### src/hw/rtl/ppw_pkg.sv
// Package for the periodic polyline wrapper: widths, types and saturation helpers.
`timescale 1ns / 1ps
package ppw_pkg;
    localparam int FRAC_BITS = 16;
    localparam int TBITS     = 30;
    localparam int COORD_W   = 32;
    localparam int SHIFT_W   = 16;
    localparam int WIDE_W    = COORD_W + 2;
    localparam int T_W       = TBITS + 1;
    localparam int AXES_W    = 3;
    localparam int IN_W      = 3 * COORD_W;
    localparam int OUT_W     = 6 * COORD_W;

    typedef logic signed [COORD_W-1:0] coord_t;
    typedef logic signed [SHIFT_W-1:0] shift_t;
    typedef logic signed [WIDE_W-1:0]  wide_t;

    localparam logic signed [63:0] CMAX = (64'sd1 <<< (COORD_W - 1)) - 64'sd1;
    localparam logic signed [63:0] CMIN = -(64'sd1 <<< (COORD_W - 1));
    localparam logic signed [63:0] SMAX = (64'sd1 <<< (SHIFT_W - 1)) - 64'sd1;
    localparam logic signed [63:0] SMIN = -(64'sd1 <<< (SHIFT_W - 1));

    function automatic coord_t sat_coord(input logic signed [63:0] v);
        coord_t r;
        if (v > CMAX) begin
            r = CMAX[COORD_W-1:0];
        end else if (v < CMIN) begin
            r = CMIN[COORD_W-1:0];
        end else begin
            r = v[COORD_W-1:0];
        end
        return r;
    endfunction

    function automatic shift_t sat_shift(input logic signed [63:0] v);
        shift_t r;
        if (v > SMAX) begin
            r = SMAX[SHIFT_W-1:0];
        end else if (v < SMIN) begin
            r = SMIN[SHIFT_W-1:0];
        end else begin
            r = v[SHIFT_W-1:0];
        end
        return r;
    endfunction
endpackage

### src/hw/rtl/periodic_polyline_wrapper.sv
// Periodic polyline wrapper: cuts polyline edges at periodic cell faces and folds the pieces.
//
// Usage: vertices enter on the s_ channel (s_tuser = line start, s_tdata = x, y, z in
// signed Q16.16). Pieces leave on the m_ channel, one item per piece, m_tlast on the last
// piece caused by a vertex, m_tuser set on the first piece after a line start or a wrap.
// cfg_wr_en/cfg_wr_data write the 3-bit periodic axis mask (reset 7); write only when idle.
// Sequence: one vertex at a time. A line start is stored and emits nothing. Another
// vertex is accepted, then runs up to 3 crossing rounds, then emits the final
// piece. A round scans 3 axes: an uncut axis whose edge crosses a face goes through
// setup, 31 divider steps and pick; a round with a crossing adds the multiply passes
// and an emit. Each axis is cut at most once, so the rounds test at most 3, 2 and 1
// axes. The block uses a shared restoring divider (one quotient bit per cycle, 31 bits
// per crossing test) and a shared 34x17 multiplier (two passes per axis).
// Output is one register deep: while the receiver stalls, the sequencer holds at the piece
// that is ready and s_tready stays low until the vertex is finished.
// Reset (aresetn low, synchronous) clears the open line, the shifts and the output valid.
`timescale 1ns / 1ps
module periodic_polyline_wrapper (
    input  logic                         aclk,
    input  logic                         aresetn,
    input  logic                         s_tvalid,
    output logic                         s_tready,
    input  logic [ppw_pkg::IN_W-1:0]     s_tdata,   // vert_x, vert_y, vert_z
    input  logic                         s_tuser,   // line_start
    output logic                         m_tvalid,
    input  logic                         m_tready,
    output logic [ppw_pkg::OUT_W-1:0]    m_tdata,   // piece_x0, y0, z0, x1, y1, z1
    output logic                         m_tuser,   // after_break
    output logic                         m_tlast,   // last_piece
    input  logic                         cfg_wr_en,
    input  logic [ppw_pkg::AXES_W-1:0]   cfg_wr_data
);
    import ppw_pkg::*;

    localparam logic [3:0] S_IDLE   = 4'd0;
    localparam logic [3:0] S_SCAN   = 4'd1;
    localparam logic [3:0] S_DIV    = 4'd2;
    localparam logic [3:0] S_PICK   = 4'd3;
    localparam logic [3:0] S_MUL_LO = 4'd4;
    localparam logic [3:0] S_MUL_HI = 4'd5;
    localparam logic [3:0] S_CROSS  = 4'd6;
    localparam logic [3:0] S_EMIT   = 4'd7;
    localparam logic [3:0] S_FINAL  = 4'd8;

    localparam logic [1:0] LAST_AXIS = 2'd2;
    localparam logic [1:0] LAST_ITER = 2'd2;
    localparam logic [4:0] DIV_LAST  = 5'(T_W - 1);
    localparam int         HALF_T    = T_W / 2 + 1;
    localparam wide_t      ONE_W     = wide_t'(1) <<< FRAC_BITS;
    localparam logic signed [63:0] ONE_L = 64'sd1 <<< FRAC_BITS;

    logic [3:0]           state_reg;
    logic [AXES_W-1:0]    axes_reg;
    coord_t               prev_reg [3];
    shift_t               shift_reg [3];
    logic                 flag_reg;
    logic                 have_reg;
    coord_t               r1_reg [3];
    coord_t               r2_reg [3];
    coord_t               x_reg [3];
    logic [2:0]           done_reg;
    logic [1:0]           iter_reg;
    logic [1:0]           axis_reg;
    logic                 best_valid_reg;
    logic [1:0]           best_axis_reg;
    logic [T_W-1:0]       best_t_reg;
    wide_t                best_face_reg;
    logic                 best_up_reg;
    wide_t                cand_face_reg;
    logic                 cand_up_reg;
    logic [WIDE_W-2:0]    den_reg;
    logic [WIDE_W-2:0]    rem_reg;
    logic                 in_bit_reg;
    logic [T_W-1:0]       q_reg;
    logic [4:0]           div_cnt_reg;
    logic signed [63:0]   acc_reg;
    logic                 m_tvalid_reg;
    logic [OUT_W-1:0]     m_tdata_reg;
    logic                 m_tuser_reg;
    logic                 m_tlast_reg;

    // per-axis view of the current axis
    coord_t               r1a, r2a;
    coord_t               f1, f2;
    logic                 up, eligible;
    logic [FRAC_BITS-1:0] frac;
    wide_t                floor_w, face, diff;
    logic [FRAC_BITS:0]   num;
    logic [WIDE_W-2:0]    den;
    logic [WIDE_W-1:0]    trial;
    logic                 ge;
    logic [HALF_T-1:0]    tsel;
    logic signed [50:0]   prod;
    logic signed [63:0]   rnd;
    wide_t                xv;
    logic                 take;
    coord_t               xeff [3];
    logic                 nonzero;
    logic                 out_free;
    logic                 out_load;
    coord_t               vin [3];

    always_comb begin
        r1a      = r1_reg[axis_reg];
        r2a      = r2_reg[axis_reg];
        f1       = r1a >>> FRAC_BITS;
        f2       = r2a >>> FRAC_BITS;
        up       = f2 > f1;
        eligible = axes_reg[axis_reg] && !done_reg[axis_reg] && (f1 != f2);
        frac     = r1a[FRAC_BITS-1:0];
        floor_w  = wide_t'(signed'({r1a[COORD_W-1:FRAC_BITS], {FRAC_BITS{1'b0}}}));
        face     = (up && frac != '0) ? floor_w + ONE_W : floor_w;
        if (up) begin
            num = (frac == '0) ? '0 : (FRAC_BITS + 1)'(ONE_W) - {1'b0, frac};
        end else begin
            num = {1'b0, frac};
        end
        diff  = wide_t'(r2a) - wide_t'(r1a);
        den   = diff[WIDE_W-1] ? (WIDE_W - 1)'(-diff) : diff[WIDE_W-2:0];
        trial = {rem_reg, in_bit_reg};
        ge    = trial >= {1'b0, den_reg};
        // low pass takes t[14:0], high pass t[30:15]
        tsel  = (state_reg == S_MUL_LO) ? {1'b0, best_t_reg[HALF_T-2:0]}
                                        : best_t_reg[T_W-1:HALF_T-1];
        prod  = diff * $signed({1'b0, tsel});
        rnd   = acc_reg + (64'sd1 <<< (TBITS - 1));
        xv    = wide_t'(r1a) + wide_t'(rnd >>> TBITS);
        take  = !best_valid_reg || (q_reg < best_t_reg);
        for (int i = 0; i < 3; i++) begin
            xeff[i] = (2'(i) == best_axis_reg) ? best_face_reg[COORD_W-1:0] : x_reg[i];
            vin[i]  = s_tdata[i*COORD_W +: COORD_W];
        end
        nonzero  = (xeff[0] != r1_reg[0]) || (xeff[1] != r1_reg[1]) || (xeff[2] != r1_reg[2]);
        out_free = !m_tvalid_reg || m_tready;
        out_load = out_free && (((state_reg == S_EMIT) && nonzero) || (state_reg == S_FINAL));
    end

    assign s_tready = (state_reg == S_IDLE);
    assign m_tvalid = m_tvalid_reg;
    assign m_tdata  = m_tdata_reg;
    assign m_tuser  = m_tuser_reg;
    assign m_tlast  = m_tlast_reg;

    always_ff @(posedge aclk) begin
        if (!aresetn) begin
            state_reg      <= S_IDLE;
            axes_reg       <= 3'b111;
            flag_reg       <= 1'b1;
            have_reg       <= 1'b0;
            m_tvalid_reg   <= 1'b0;
            best_valid_reg <= 1'b0;
            iter_reg       <= '0;
            axis_reg       <= '0;
            done_reg       <= '0;
            div_cnt_reg    <= '0;
            for (int i = 0; i < 3; i++) begin
                prev_reg[i]  <= '0;
                shift_reg[i] <= '0;
            end
        end else begin
            if (cfg_wr_en) begin
                axes_reg <= cfg_wr_data;
            end
            if (out_load) begin
                m_tvalid_reg <= 1'b1;
            end else if (m_tvalid_reg && m_tready) begin
                m_tvalid_reg <= 1'b0;
            end
            case (state_reg)
                S_IDLE: begin
                    if (s_tvalid) begin
                        if (s_tuser || !have_reg) begin
                            for (int i = 0; i < 3; i++) begin
                                if (axes_reg[i]) begin
                                    prev_reg[i]  <= coord_t'({{(COORD_W-FRAC_BITS){1'b0}},
                                                             vin[i][FRAC_BITS-1:0]});
                                    shift_reg[i] <= sat_shift(-64'(vin[i] >>> FRAC_BITS));
                                end else begin
                                    prev_reg[i]  <= vin[i];
                                    shift_reg[i] <= '0;
                                end
                            end
                            flag_reg <= 1'b1;
                            have_reg <= 1'b1;
                        end else begin
                            for (int i = 0; i < 3; i++) begin
                                r1_reg[i] <= prev_reg[i];
                                r2_reg[i] <= sat_coord(64'(vin[i])
                                                       + (64'(shift_reg[i]) <<< FRAC_BITS));
                            end
                            done_reg       <= '0;
                            iter_reg       <= '0;
                            axis_reg       <= '0;
                            best_valid_reg <= 1'b0;
                            state_reg      <= S_SCAN;
                        end
                    end
                end
                S_SCAN: begin
                    if (eligible) begin
                        den_reg       <= den;
                        rem_reg       <= (WIDE_W - 1)'(num >> 1);
                        in_bit_reg    <= num[0];
                        q_reg         <= '0;
                        div_cnt_reg   <= '0;
                        cand_face_reg <= face;
                        cand_up_reg   <= up;
                        state_reg     <= S_DIV;
                    end else if (axis_reg != LAST_AXIS) begin
                        axis_reg <= axis_reg + 2'd1;
                    end else begin
                        axis_reg  <= '0;
                        state_reg <= best_valid_reg ? S_MUL_LO : S_FINAL;
                    end
                end
                S_DIV: begin
                    rem_reg     <= ge ? (WIDE_W - 1)'(trial - {1'b0, den_reg})
                                      : trial[WIDE_W-2:0];
                    q_reg       <= {q_reg[T_W-2:0], ge};
                    in_bit_reg  <= 1'b0;
                    div_cnt_reg <= div_cnt_reg + 5'd1;
                    if (div_cnt_reg == DIV_LAST) begin
                        state_reg <= S_PICK;
                    end
                end
                S_PICK: begin
                    if (take) begin
                        best_valid_reg <= 1'b1;
                        best_axis_reg  <= axis_reg;
                        best_t_reg     <= q_reg;
                        best_face_reg  <= cand_face_reg;
                        best_up_reg    <= cand_up_reg;
                    end
                    if (axis_reg != LAST_AXIS) begin
                        axis_reg  <= axis_reg + 2'd1;
                        state_reg <= S_SCAN;
                    end else begin
                        axis_reg  <= '0;
                        state_reg <= S_MUL_LO;
                    end
                end
                S_MUL_LO: begin
                    acc_reg   <= 64'(prod);
                    state_reg <= S_MUL_HI;
                end
                S_MUL_HI: begin
                    acc_reg   <= acc_reg + (64'(prod) <<< (HALF_T - 1));
                    state_reg <= S_CROSS;
                end
                S_CROSS: begin
                    x_reg[axis_reg] <= xv[COORD_W-1:0];
                    if (axis_reg != LAST_AXIS) begin
                        axis_reg  <= axis_reg + 2'd1;
                        state_reg <= S_MUL_LO;
                    end else begin
                        axis_reg  <= '0;
                        state_reg <= S_EMIT;
                    end
                end
                S_EMIT: begin
                    if (!nonzero || out_free) begin
                        if (nonzero) begin
                            m_tdata_reg  <= {xeff[2], xeff[1], xeff[0],
                                             r1_reg[2], r1_reg[1], r1_reg[0]};
                            m_tuser_reg  <= flag_reg;
                            m_tlast_reg  <= 1'b0;
                        end
                        // fold the remainder back by one cell on the cut axis
                        for (int i = 0; i < 3; i++) begin
                            r1_reg[i] <= (2'(i) == best_axis_reg)
                                       ? sat_coord(64'(best_face_reg)
                                                   - (best_up_reg ? ONE_L : -ONE_L))
                                       : xeff[i];
                        end
                        r2_reg[best_axis_reg] <= sat_coord(64'(r2_reg[best_axis_reg])
                                                  - (best_up_reg ? ONE_L : -ONE_L));
                        shift_reg[best_axis_reg] <= sat_shift(64'(shift_reg[best_axis_reg])
                                                  - (best_up_reg ? 64'sd1 : -64'sd1));
                        done_reg[best_axis_reg] <= 1'b1;
                        flag_reg       <= 1'b1;
                        best_valid_reg <= 1'b0;
                        axis_reg       <= '0;
                        if (iter_reg == LAST_ITER) begin
                            state_reg <= S_FINAL;
                        end else begin
                            iter_reg  <= iter_reg + 2'd1;
                            state_reg <= S_SCAN;
                        end
                    end
                end
                S_FINAL: begin
                    if (out_free) begin
                        m_tdata_reg  <= {r2_reg[2], r2_reg[1], r2_reg[0],
                                         r1_reg[2], r1_reg[1], r1_reg[0]};
                        m_tuser_reg  <= flag_reg;
                        m_tlast_reg  <= 1'b1;
                        flag_reg     <= 1'b0;
                        for (int i = 0; i < 3; i++) begin
                            prev_reg[i] <= r2_reg[i];
                        end
                        state_reg <= S_IDLE;
                    end
                end
                default: begin
                    state_reg <= S_IDLE;
                end
            endcase
        end
    end

`ifndef SYNTHESIS
    a_busy_not_ready: assert property (@(posedge aclk) disable iff (!aresetn)
        (state_reg != S_IDLE) |-> !s_tready) else $error("ready while busy");
    a_div_bound: assert property (@(posedge aclk) disable iff (!aresetn)
        (state_reg == S_DIV) |-> (div_cnt_reg <= DIV_LAST)) else $error("divider overrun");
    a_iter_bound: assert property (@(posedge aclk) disable iff (!aresetn)
        iter_reg != 2'd3) else $error("too many crossing rounds");
    a_cut_once: assert property (@(posedge aclk) disable iff (!aresetn)
        (state_reg == S_EMIT) |-> !done_reg[best_axis_reg]) else $error("axis cut twice");
    a_emit_found: assert property (@(posedge aclk) disable iff (!aresetn)
        (state_reg == S_EMIT) |-> best_valid_reg) else $error("emit without crossing");
`endif
endmodule

### config.mk
export PLATFORM = sky130hd
export DESIGN_NAME = periodic_polyline_wrapper
export DESIGN_NICKNAME = d
export VERILOG_FILES = /design/src/hw/rtl/ppw_pkg.sv /design/src/hw/rtl/periodic_polyline_wrapper.sv
export SDC_FILE = /design/constraint.sdc
export NUM_CORES = 2
export LEC_CHECK = 0
export ABC_CLOCK_PERIOD_IN_PS = 14100
export BUFFER_PORTS_ARGS = -buffer_cell sky130_fd_sc_hd__buf_2
export CORE_MARGIN = 1
export CORE_UTILIZATION = 55
export CTS_CLUSTER_DIAMETER = 150
export CTS_CLUSTER_SIZE = 25
export DETAILED_ROUTE_END_ITERATION = 8
export GPL_TIMING_DRIVEN = 0
export PLACE_DENSITY = 0.73
export REMOVE_ABC_BUFFERS = 1
export SLEW_MARGIN = 15
export SYNTH_ARGS = -nofsm -noshare
export SYNTH_HDL_FRONTEND = slang
export SYNTH_SLANG_ARGS = --single-unit
### constraint.sdc
create_clock -name aclk -period 14.1 [get_ports aclk]
set_input_delay 1.41 -clock aclk [delete_from_list [all_inputs] [get_ports aclk]]
set_output_delay 1.41 -clock aclk [all_outputs]
set_load 0.005 [all_outputs]
==> metrics.md <==
| Metric | Value |
|---|---|
| Slowest CP cell | xor2_1 |
| First-pass GRT wire length | 385 mm |
| Drt first pass iters | 6 |
| Post-synth EDFFs | 888 |
| Wire per inst | about 27 microns |
| R2r setup slk | 560 ps |
| # clock sinks | between 900 and 1000 |
| Largest cells by area after synthesis | edfxtp_1, fa_1, ha_1 |
| Clock skew after layout | ~100 ps |
| CTS Buffer Depth | 3 |
| Critical Path Stages | 42 |
| Worst flop-to-flop path endpoint | acc_reg[59] |
| CP dominant cell by count | fa_1 |
| Antenna violations before repair | 16 |
| CP top delay family | adder cells |
| Layout cells sized above 1 | roughly 9.8% |
| Final count of pins violating max slew | 0 |
| Post-Route WL | 260 mm |
| Hold crit path type | flip-flop to flip-flop |
| Arr. time, crit path | 13950 ps |
| Period Utilization, post-route | 96.0% |
| Area after DPL | 80700 sq um |
| Fin cells | ~9500 |
| Overflow after GRT | 0 |
| Antenna-violating nets left | 0 |
| RePlAce Congestion | 1.02 |
| Critical path required time | 14510 ps |
| Area grow syn2layout | 8.73% |
| Status | finished, final reports clean |
| Port bufs | 300 |
| Worst setup EP type | flip-flop |
| Initial Utilization | 55.6% |
| GR Util All Layers | a little under two fifths |
| Worst-Skew Late Latency | about 730 ps |
| Mapped Area | ~76000 sq um |
| # DRC | 0 |
| Async SR Flop Fraction | 0% |
| # Max-Cap Violations | 0 |
| Hold Crit Depth | 0 |
| Worst-margin pin slew | 1320 ps |
| Depth of the most critical reg-to-reg path | 42 |
| Via Count | between 60000 and 70000 |
| I/O pin cnt | approximately 300 |
| HP Start | cand_face_reg[18] |
| Largest net degree at the start of global routing | 100 |
| Hold Path End | best_face_reg[18] |
| Fin. Hold Viols | 0 |
| Hold_buf cts | 0 |
| Die H | around 370 microns |
| Root Buffer | clkbuf_16 |
| Syn Area/Cell | 10.0 sq um |
| Worst-path fanout max | 33 |
| Cell taking the most area after synthesis | edfxtp_1 |
| RSZ-0062 raised after global routing | false |
| CTS Buf Count | 44 |
| # rows | 135 |
| Vias in the first global route | a little over 60000 |
| Core box area | 136000 sq um |
| Mapped Cells | between 7000 and 8000 |
| Avg Vias per Cell | 6.59 |
| Yosys warnings | 0 |
| Setup crit start kind | flip-flop |
| Die width | around 370 microns |
| Register area share after synthesis | 36.0% |
| Worst path bufs/invs | 7 |
| TritonCTS clock tree | built |
| Final instance area | 82300 sq um |
| Highest Clock Rate | 73.9 MHz |
| Fin crit period | 13540 ps |
| Synth cell types | ~100 |
| Yosys reg bits | 915 |
| DP Wirelength | about 200 mm |
| CP max stage delay | 740 ps |
| Top FF cell, synth | edfxtp_1 |
| Layout filler cell count | 11100 |
| Fraction of synthesized cell area taken by the top area cell type | about a third |
| H-Tree Depth | 2 |
| Nets | 8742 |
| Die area | 139000 sq um |
| Crit Path Category | flip-flop to flip-flop |
| Inst Count DP | about 9400 |
| Initial DRC Count | 8862 |
| Clock transition at path regs | approximately 120 ps |
| Slew HR | under 10% |
| Endpoints failing setup | 0 |
| Max reg flops | 192 |
worst max path at each step:
| stage | start | to | slack, ps |
|---|---|---|---|
| after CTS | flip-flop | acc_reg[61] | 100 |
| after detailed placement | flip-flop | acc_reg[61] | -100 |
| after global placement | flip-flop | acc_reg[61] | -3280 |
| final | flip-flop | acc_reg[59] | 560 |
| after global routing | flip-flop | acc_reg[60] | 20 |
| after floorplan | flip-flop | acc_reg[59] | 1010 |
stage by stage:
step	util, %	setup WS [ps]	setup TNS, ps	hold WS (ps)
6_report	60.5	563	0	400
4_1_cts	60.4	96.5	0	389
5_1_grt	60.5	20.4	0	399
3_5_place_dp	59.4	-95.8	-95.8	405
2_1_floorplan	-	1010	0	400
3_3_place_gp	57.3	-3280	-194300	403
kinds of logic (layout without fill, tap and decap cells):
logic type | Yosys count | count (layout) | synth area share (%)
simple gates | 2075 | 2075 | 12.6
mux | 209 | 209 | 4.10
compound gates | 1695 | 1695 | 14.3
flops | 915 | 915 | 36.0
fa+ha+maj | 982 | 982 | 21.5
xor+xnor | 459 | 459 | 5.33
other cells | 0 | 7 | 0
buf+inv | 1200 | 1346 | 6.20
routing by layer:
layer  share of wire (%)  routed length (microns)  track usage, %
met5               0.018                       48               0
met4                 6.6                    17100            20.8
met3                  13                    33800            8.88
met2                  43                   112000            54.9
met1                  37                    96200            49.4
cells in the mapped netlist, types with 44 or more instances:
master    number
a211oi_1      58
a21o_1       191
a21oi_1      502
a22o_1        98
a22oi_1       44
a31oi_1       99
and3_1        67
clkbuf_1     259
edfxtp_1     888
fa_1         534
ha_1         448
inv_1        853
mux2i_1      119
mux4_2        80
nand2_1      763
nand2b_1      90
nand3_1       91
nand4_1       88
nor2_1       633
nor2b_1       63
nor3_1        61
nor4_1        60
o21a_1        44
o21ai_0      296
o21bai_1      49
o22ai_1       96
xnor2_1      325
xor2_1       132
layout make-up:
type                       count  area [sq um]  share of cell area, %
clock inverter                 8           189                  0.230
inverter                     855          3210                   3.91
clock buffer                  64          1180                   1.43
sequential                   915         27200                   33.1
antenna                        7          17.5                 0.0213
multi-input combinational   5420         44600                   54.2
tap                         1781          2230                   2.71
timing repair buffer         419          3620                   4.40
what timing repair did:
item                                    4_1_cts  5_1_grt
cloned                                        0        0
setup buffers                                 0        2
gates resized for setup                       1        6
pin swaps                                     0        1
endpoints found under the setup margin        3        9
cells in the final DEF (no fill, tap or decap), types with 22 or more instances in the layout:
cell type,n
edfxtp_1,888
inv_1,852
nand2_1,756
nor2_1,620
fa_1,534
a21oi_1,500
ha_1,448
xnor2_1,305
buf_2,301
o21ai_0,291
a21o_1,190
xor2_1,115
mux2i_1,106
a31oi_1,98
a22o_1,98
o22ai_1,96
nand3_1,91
nand4_1,88
nand2b_1,84
mux4_2,80
and3_1,65
nor2b_1,59
nor4_1,58
a211oi_1,57
nor3_1,56
o21bai_1,49
o21a_1,44
a22oi_1,44
clkbuf_16,44
buf_16,36
buf_12,28
or3_1,27
buf_6,27
dfxtp_1,23
and2_1,22
Power is left out: the tool's default activity adds up to more than one toggle a clock period on the data nets, which glitch-free logic cannot reach.
